File: config.mk
export PLATFORM = sky130hd
export DESIGN_NAME = central_image_moment_accumulator
export DESIGN_NICKNAME = d
export VERILOG_FILES = /design/src/hdl/cima_pkg.sv /design/src/hdl/central_image_moment_accumulator.sv
export SDC_FILE = /design/constraint.sdc
export NUM_CORES = 2
export LEC_CHECK = 0
export BUFFER_PORTS_ARGS = -buffer_cell sky130_fd_sc_hd__buf_2
export CAP_MARGIN = 15
export CORE_MARGIN = 2
export CORE_UTILIZATION = 55
export CTS_CLUSTER_SIZE = 12
export DETAILED_ROUTE_END_ITERATION = 8
export PLACE_DENSITY_LB_ADDON = 0.15
export SLEW_MARGIN = 40
export SYNTH_ARGS = -nofsm -noshare
export SYNTH_HDL_FRONTEND = slang
export SYNTH_SLANG_ARGS = --single-unit
File: constraint.sdc
create_clock -name aclk -period 13.4 [get_ports aclk]
set_clock_uncertainty 0.1 [all_clocks]
set_input_delay 2.68 -clock aclk [delete_from_list [all_inputs] [get_ports aclk]]
set_output_delay 2.68 -clock aclk [all_outputs]
set_load 0.01 [all_outputs]
File: src/hdl/cima_pkg.sv
// Package for the central image moment accumulator: widths, register indexes, states.
`timescale 1ns / 1ps
`default_nettype none
package cima_pkg;

    localparam int PATCH_DIM = 32;

    localparam int VALUE_W  = 16;
    localparam int COORD_W  = 5;
    localparam int EXP_W    = 3;
    localparam int CENTRE_W = 13;
    localparam int SUM_W    = 64;
    localparam int WIDE_W   = 128;
    localparam int CHUNK_W  = 32;
    localparam int IDX_W    = 4;
    localparam int TDATA_IN_W = 32;

    localparam logic [EXP_W-1:0] EXP_MAX = 3'd4;
    localparam logic [EXP_W-1:0] EXP_RESET = 3'd2;
    localparam logic [CENTRE_W-1:0] CENTRE_RESET = 13'd4096;

    localparam logic [SUM_W-1:0] SUM_MAX = 64'h7FFF_FFFF_FFFF_FFFF;
    localparam logic [SUM_W-1:0] SUM_MIN = 64'h8000_0000_0000_0000;

    localparam logic [IDX_W-1:0] REG_EXP_ROW    = 4'd0;
    localparam logic [IDX_W-1:0] REG_EXP_COL    = 4'd1;
    localparam logic [IDX_W-1:0] REG_CENTRE_ROW = 4'd2;
    localparam logic [IDX_W-1:0] REG_CENTRE_COL = 4'd3;

    typedef enum logic [2:0] {
        ST_IDLE,
        ST_MUL,
        ST_ROUND,
        ST_SHIFT,
        ST_TERM,
        ST_ACC
    } state_t;

endpackage
`default_nettype wire

File: src/hdl/central_image_moment_accumulator.sv
// Central moment mu_pq accumulator with one shared 32x13 multiplier under a sequencer.
//
//  channel | dir | handshake          | payload
//  s_      | in  | s_tvalid/s_tready  | s_tdata: value, row, col; s_tlast: last pixel
//  m_      | out | m_tvalid/m_tready  | m_tdata: moment_sum; m_tuser: saturated
//  cfg_    | in  | cfg_valid/cfg_ready| cfg_index, cfg_data
//
// A request is loaded, then each offset factor is applied in the shared 32x13
// multiplier (one 32-bit chunk of the 128-bit product per cycle), then round,
// shift, clamp and accumulate. s_tready is high only when idle.
// Synchronous active-low reset restores register defaults and clears the sum.
// A last-pixel request waits in the accumulate step while the output register is full and m_tready is low.
`timescale 1ns / 1ps
`default_nettype none
module central_image_moment_accumulator (
    input  wire logic        aclk,
    input  wire logic        aresetn,
    input  wire logic        s_tvalid,
    output logic             s_tready,
    input  wire logic [31:0] s_tdata,   // [15:0] pixel_value, [20:16] pixel_row, [25:21] pixel_col
    input  wire logic        s_tlast,   // last_pixel
    output logic             m_tvalid,
    input  wire logic        m_tready,
    output logic [63:0]      m_tdata,   // [63:0] moment_sum
    output logic             m_tuser,   // [0] saturated
    input  wire logic        cfg_valid,
    output logic             cfg_ready,
    input  wire logic [3:0]  cfg_index,
    input  wire logic [12:0] cfg_data
);

    cima_pkg::state_t state_reg, state_next;

    logic [2:0]   exp_row_reg, exp_col_reg;
    logic [12:0]  centre_row_reg, centre_col_reg;

    logic [127:0] m_reg, m_next;
    logic [12:0]  carry_reg, carry_next;
    logic [1:0]   chunk_reg, chunk_next;
    logic [2:0]   rem_row_reg, rem_row_next;
    logic [2:0]   rem_col_reg, rem_col_next;
    logic [6:0]   fbits_reg, fbits_next;
    logic [12:0]  mr_reg, mr_next, mc_reg, mc_next;
    logic         neg_reg, neg_next;
    logic         last_reg, last_next;
    logic [63:0]  mag_reg, mag_next;
    logic         big_reg, big_next;
    logic [63:0]  term_reg, term_next;
    logic [63:0]  sum_reg, sum_next;
    logic         ovf_reg, ovf_next;
    logic         out_valid_reg, out_valid_next;
    logic [63:0]  out_sum_reg, out_sum_next;
    logic         out_sat_reg, out_sat_next;

    // input decode
    logic [15:0] in_value;
    logic [4:0]  in_row, in_col;
    logic [2:0]  p_clamp, q_clamp;
    logic [13:0] dr, dc;
    logic [12:0] mr_in, mc_in;

    assign in_value = s_tdata[15:0];
    assign in_row   = s_tdata[20:16];
    assign in_col   = s_tdata[25:21];
    assign p_clamp  = (exp_row_reg > cima_pkg::EXP_MAX) ? cima_pkg::EXP_MAX : exp_row_reg;
    assign q_clamp  = (exp_col_reg > cima_pkg::EXP_MAX) ? cima_pkg::EXP_MAX : exp_col_reg;
    assign dr = {1'b0, in_row, 8'd0} - {1'b0, centre_row_reg};
    assign dc = {1'b0, in_col, 8'd0} - {1'b0, centre_col_reg};
    assign mr_in = dr[13] ? 13'(-dr) : dr[12:0];
    assign mc_in = dc[13] ? 13'(-dc) : dc[12:0];

    // shared multiplier
    logic [12:0] factor;
    logic [45:0] prod;
    assign factor = (rem_row_reg != 3'd0) ? mr_reg : mc_reg;
    assign prod = 46'(m_reg[31:0]) * 46'(factor) + 46'(carry_reg);

    // rounding and shifting
    logic [5:0]   rshift;
    logic [63:0]  half;
    logic [64:0]  lo_sum;
    logic [127:0] shifted;
    logic         frac_ge16;
    assign frac_ge16 = (fbits_reg >= 7'd16);
    assign rshift = 6'(fbits_reg - 7'd16);
    assign half = (frac_ge16 && rshift != 6'd0) ? (64'd1 << (rshift - 6'd1)) : 64'd0;
    assign lo_sum = {1'b0, m_reg[63:0]} + {1'b0, half};
    assign shifted = m_reg >> rshift;

    // saturating accumulate
    logic [63:0] acc_raw;
    logic        acc_ovf;
    assign acc_raw = sum_reg + term_reg;
    assign acc_ovf = (sum_reg[63] == term_reg[63]) && (acc_raw[63] != sum_reg[63]);

    always_ff @(posedge aclk) begin
        if (!aresetn) begin
            state_reg      <= cima_pkg::ST_IDLE;
            exp_row_reg    <= cima_pkg::EXP_RESET;
            exp_col_reg    <= cima_pkg::EXP_RESET;
            centre_row_reg <= cima_pkg::CENTRE_RESET;
            centre_col_reg <= cima_pkg::CENTRE_RESET;
            sum_reg        <= '0;
            ovf_reg        <= 1'b0;
            out_valid_reg  <= 1'b0;
            rem_row_reg    <= '0;
            rem_col_reg    <= '0;
            chunk_reg      <= '0;
        end else begin
            state_reg     <= state_next;
            sum_reg       <= sum_next;
            ovf_reg       <= ovf_next;
            out_valid_reg <= out_valid_next;
            rem_row_reg   <= rem_row_next;
            rem_col_reg   <= rem_col_next;
            chunk_reg     <= chunk_next;
            if (cfg_valid && cfg_ready) begin
                case (cfg_index)
                    cima_pkg::REG_EXP_ROW:    exp_row_reg    <= cfg_data[2:0];
                    cima_pkg::REG_EXP_COL:    exp_col_reg    <= cfg_data[2:0];
                    cima_pkg::REG_CENTRE_ROW: centre_row_reg <= cfg_data;
                    cima_pkg::REG_CENTRE_COL: centre_col_reg <= cfg_data;
                    default: ;
                endcase
            end
        end
    end

    always_ff @(posedge aclk) begin
        m_reg       <= m_next;
        carry_reg   <= carry_next;
        fbits_reg   <= fbits_next;
        mr_reg      <= mr_next;
        mc_reg      <= mc_next;
        neg_reg     <= neg_next;
        last_reg    <= last_next;
        mag_reg     <= mag_next;
        big_reg     <= big_next;
        term_reg    <= term_next;
        out_sum_reg <= out_sum_next;
        out_sat_reg <= out_sat_next;
    end

    always_comb begin
        state_next     = state_reg;
        m_next         = m_reg;
        carry_next     = carry_reg;
        chunk_next     = chunk_reg;
        rem_row_next   = rem_row_reg;
        rem_col_next   = rem_col_reg;
        fbits_next     = fbits_reg;
        mr_next        = mr_reg;
        mc_next        = mc_reg;
        neg_next       = neg_reg;
        last_next      = last_reg;
        mag_next       = mag_reg;
        big_next       = big_reg;
        term_next      = term_reg;
        sum_next       = sum_reg;
        ovf_next       = ovf_reg;
        out_valid_next = out_valid_reg;
        out_sum_next   = out_sum_reg;
        out_sat_next   = out_sat_reg;
        s_tready       = 1'b0;

        if (out_valid_reg && m_tready) begin
            out_valid_next = 1'b0;
        end

        case (state_reg)
            cima_pkg::ST_IDLE: begin
                s_tready = 1'b1;
                if (s_tvalid) begin
                    m_next       = {112'd0, in_value};
                    carry_next   = '0;
                    chunk_next   = '0;
                    rem_row_next = p_clamp;
                    rem_col_next = q_clamp;
                    fbits_next   = {{1'b0, p_clamp} + {1'b0, q_clamp}, 3'd0};
                    mr_next      = mr_in;
                    mc_next      = mc_in;
                    neg_next     = (dr[13] && p_clamp[0]) != (dc[13] && q_clamp[0]);
                    last_next    = s_tlast;
                    state_next   = (p_clamp == 3'd0 && q_clamp == 3'd0) ?
                                   cima_pkg::ST_ROUND : cima_pkg::ST_MUL;
                end
            end
            cima_pkg::ST_MUL: begin
                m_next     = {prod[31:0], m_reg[127:32]};
                carry_next = prod[44:32];
                chunk_next = chunk_reg + 2'd1;
                if (chunk_reg == 2'd3) begin
                    carry_next = '0;
                    if (rem_row_reg != 3'd0) begin
                        rem_row_next = rem_row_reg - 3'd1;
                    end else begin
                        rem_col_next = rem_col_reg - 3'd1;
                    end
                    if ((rem_row_reg == 3'd1 && rem_col_reg == 3'd0) ||
                        (rem_row_reg == 3'd0 && rem_col_reg == 3'd1)) begin
                        state_next = cima_pkg::ST_ROUND;
                    end
                end
            end
            cima_pkg::ST_ROUND: begin
                m_next     = {m_reg[127:64] + 64'(lo_sum[64]), lo_sum[63:0]};
                state_next = cima_pkg::ST_SHIFT;
            end
            cima_pkg::ST_SHIFT: begin
                if (frac_ge16) begin
                    mag_next = shifted[63:0];
                    big_next = (shifted[127:64] != 64'd0);
                end else begin
                    mag_next = m_reg[63:0] << (7'd16 - fbits_reg);
                    big_next = 1'b0;
                end
                state_next = cima_pkg::ST_TERM;
            end
            cima_pkg::ST_TERM: begin
                if (neg_reg) begin
                    if (big_reg || mag_reg > cima_pkg::SUM_MIN) begin
                        term_next = cima_pkg::SUM_MIN;
                        ovf_next  = 1'b1;
                    end else begin
                        term_next = 64'd0 - mag_reg;
                    end
                end else begin
                    if (big_reg || mag_reg[63]) begin
                        term_next = cima_pkg::SUM_MAX;
                        ovf_next  = 1'b1;
                    end else begin
                        term_next = mag_reg;
                    end
                end
                state_next = cima_pkg::ST_ACC;
            end
            cima_pkg::ST_ACC: begin
                if (!last_reg) begin
                    sum_next   = acc_ovf ? (sum_reg[63] ? cima_pkg::SUM_MIN : cima_pkg::SUM_MAX)
                                         : acc_raw;
                    ovf_next   = ovf_reg || acc_ovf;
                    state_next = cima_pkg::ST_IDLE;
                end else if (!out_valid_reg || m_tready) begin
                    out_sum_next   = acc_ovf ? (sum_reg[63] ? cima_pkg::SUM_MIN
                                                            : cima_pkg::SUM_MAX) : acc_raw;
                    out_sat_next   = ovf_reg || acc_ovf;
                    out_valid_next = 1'b1;
                    sum_next       = '0;
                    ovf_next       = 1'b0;
                    state_next     = cima_pkg::ST_IDLE;
                end
            end
            default: begin
                state_next = cima_pkg::ST_IDLE;
            end
        endcase
    end

    assign m_tvalid  = out_valid_reg;
    assign m_tdata   = out_sum_reg;
    assign m_tuser   = out_sat_reg;
    assign cfg_ready = 1'b1;

    a_result_from_acc: assert property (@(posedge aclk) disable iff (!aresetn)
        $rose(m_tvalid) |-> $past(state_reg == cima_pkg::ST_ACC) && $past(last_reg))
        else $error("result appeared without a last-pixel accumulate");

    a_mul_has_factor: assert property (@(posedge aclk) disable iff (!aresetn)
        (state_reg == cima_pkg::ST_MUL) |-> (rem_row_reg != 3'd0 || rem_col_reg != 3'd0))
        else $error("multiply step with no factor left");

    a_busy_after_accept: assert property (@(posedge aclk) disable iff (!aresetn)
        (s_tvalid && s_tready) |=> !s_tready)
        else $error("request accepted while previous one is in flight");

    a_sum_clear_after_emit: assert property (@(posedge aclk) disable iff (!aresetn)
        ($past(state_reg == cima_pkg::ST_ACC) && $past(last_reg) &&
         state_reg == cima_pkg::ST_IDLE) |-> (sum_reg == 64'd0 && !ovf_reg))
        else $error("sum not cleared after patch end");

endmodule
`default_nettype wire

==> impl_metrics.ini <==
[worst_setup_path]
r2r_cells = 27
end_kind = flip-flop
critPathMaxFanout = 68
path_buf_inv = 3
crit_start = fbits_reg[3]
regToRegStartpoint = fbits_reg[3]
worst-endpoint-arrival_ns = 9.09
reg2reg_to = m_reg[127]
endpoint = m_reg[127]
path_delay_family = simple AND/OR/NAND/NOR gates
cp.required_ns = 13.64
critPathKind = flip-flop to flip-flop
cp_common_cell = ha_1
cp_slowest_stage_delay_ns = 0.68
rrSetupSlack_ns = 4.55
cp_slowest_cell = edfxtp_1
cp.depth = 27
start_kind = flip-flop

[logic_synthesis]
yosysTopAreaCell = edfxtp_1
yosysUniqueCellTypes = 82
postSynthAreaPerCell_um2 = 9.230
async_flop_share_pct = 0
syn_inst = 4950
synth_edf_count = 367
synth_top_cells_by_area = edfxtp_1 24%, fa_1 15%, ha_1 6.4%
ys_seq_elements = 476
yosysTopAreaCellShare_pct = 24.12
ys_seq_area_share_pct = 28.90
syn_area_mm2 = 0.04569
syn_nets = 5580
yosys_warnings = 0
synth_flop_cell = edfxtp_1

[clock_network]
cts_buffers = 55
cts_tree = built
htree_levels = 2
clock_path_buffers = 3
cts_resized = 0
cts.clk_slew.worst_paths_ns = 0.06
ctsHoldBuffers = 0
cts_root_buf = clkbuf_16
post_cts_buffers = 0
cts_sinks = 476
clock_latency_ns = 0.65

[sta]
min_period_over_period_pct = 66.08
finalSetupViolations = 0
tns_ns = 0
period_needed_ns = 8.855
fmax_mhz = 112.9
hold_violations = 0
tightest_slew_ns = 0.8411
grt_setup_unrepaired = false
slew_violations = 0
maxSlewHeadroom_pct = 43.93

[global_route]
grt_pass1_vias = 36340
grt_start_max_net_pins = 93
antenna_found_initial = 7
grt_first_pass_wirelength_um = 208000
grtUsageTotal_pct = 31.21
gr-total-overflow = 0

[floorplan]
die_h_um = 292.2
rows = 105
die_x_um = 292.2
die_area_mm2 = 0.08540
io_pins = 123
start_util_pct = 55.64
core_mm2 = 0.08211

[routing]
avgViaCountPerCell = 6.118
wl_um = 133000
vias = 36540
drcViolationCount = 0
firstDrtPassIters = 8
final_antenna_net_count = 0
drtIter0Drc = 3013
wl_per_cell_um = 22.26

[layout]
layout_commonest_cell = nand2_1
largest_register_ffs = 128
fin_cells = 5973
nets = 5484
mostFrequentLayoutCells = 698 x nand2_1, 367 x edfxtp_1, 362 x inv_1
drive_gt1_share_pct = 8.590
finish.utilization_pct = 59.57
areaGrowthSynthToFinish_pct = 7.057

[placed_design]
dp.cells = 5867
finalWeightedCongestion = 0.9872
dp_hpwl_um = 97570
io_buffers = 115

[hold_path]
hp-class = flip-flop to flip-flop
worstHoldStart = sum_reg[60]

[run]
cap_viol_max_count = 0

[outcome]
status = finished, final reports clean
==> cells in the mapped netlist (all sizes together) (17+ instances only) <==
| master | n |
|---|---|
| o311ai | 38 |
| o21bai | 27 |
| clkbuf | 290 |
| nand2b | 23 |
| xnor2 | 138 |
| or3 | 23 |
| nor3 | 64 |
| and3 | 44 |
| nor2 | 327 |
| mux4 | 64 |
| a21o | 70 |
| a22oi | 20 |
| a31oi | 33 |
| a21oi | 205 |
| mux2 | 22 |
| edfxtp | 367 |
| o21ai | 290 |
| buf | 56 |
| ha | 234 |
| dfxtp | 109 |
| and4 | 18 |
| a211oi | 21 |
| o22ai | 75 |
| mux2i | 235 |
| and2 | 230 |
| nand4 | 52 |
| nor4 | 29 |
| nand2 | 701 |
| nor2b | 58 |
| fa | 341 |
| nand3 | 81 |
| inv | 363 |
| xor2 | 119 |
| o211ai | 17 |
==> logic make-up (layout without fill, tap and decap cells) <==
logic type      after synthesis  count (layout)  share of synthesized area [%]
buf+inv                     709             660                          5.934
other cells                   1               3                       0.008207
flops                       476             476                          28.90
fa+ha+maj                   576             576                          21.37
compound gates              912             912                          12.39
xor+xnor                    257             257                          4.926
mux                         321             321                          8.845
simple gates               1698            1698                          17.63
==> worst min-delay path, cell delays in order (launching register included) <==
cell	delay, ns
dfxtp_1	0.33
nand2_1	0.05
o21ai_0	0.06
==> how the worst min path moves through the flow <==
stage	slack, ns	cells past startpoint	endpoint
after CTS	0.37	2	sum_reg[25]
after global routing	0.39	2	sum_reg[38]
after floorplan	0.33	2	sum_reg[16]
after global placement	0.34	2	sum_reg[51]
final	0.36	2	sum_reg[60]
after detailed placement	0.36	2	sum_reg[25]
==> cell type report <==
type                            instances  area (µm²)
Timing Repair Buffer                  193        1239
Clock buffer                           71        1486
Fill cell                            7318       33200
Tap cell                             1070        1339
Inverter                              363        1365
Multi-Input combinational cell       3765       29910
Sequential cell                       476       13200
Clock inverter                         33       366.6
Antenna cell                            2       5.005
==> per-layer routing <==
metal / GRT usage, % / wire (µm)
met1: 38.71 / 51740
met2: 53.66 / 64980
met3: 3.946 / 8502
met4: 15.92 / 7750
met5: 0 / 0
==> per-stage QoR <==
step                      instance area [µm²]  setup WS [ns]  hold slack [ns]
after floorplan                         45690          4.636           0.3291
after global placement                  46890          4.272           0.3394
after CTS                               48890          4.571           0.3703
final                                   48910          4.545           0.3640
after global routing                    48910          4.139           0.3853
after detailed placement                47040          4.646           0.3555
Power is left out: the tool's default activity adds up to more than one toggle a clock period on the data nets, which glitch-free logic cannot reach.
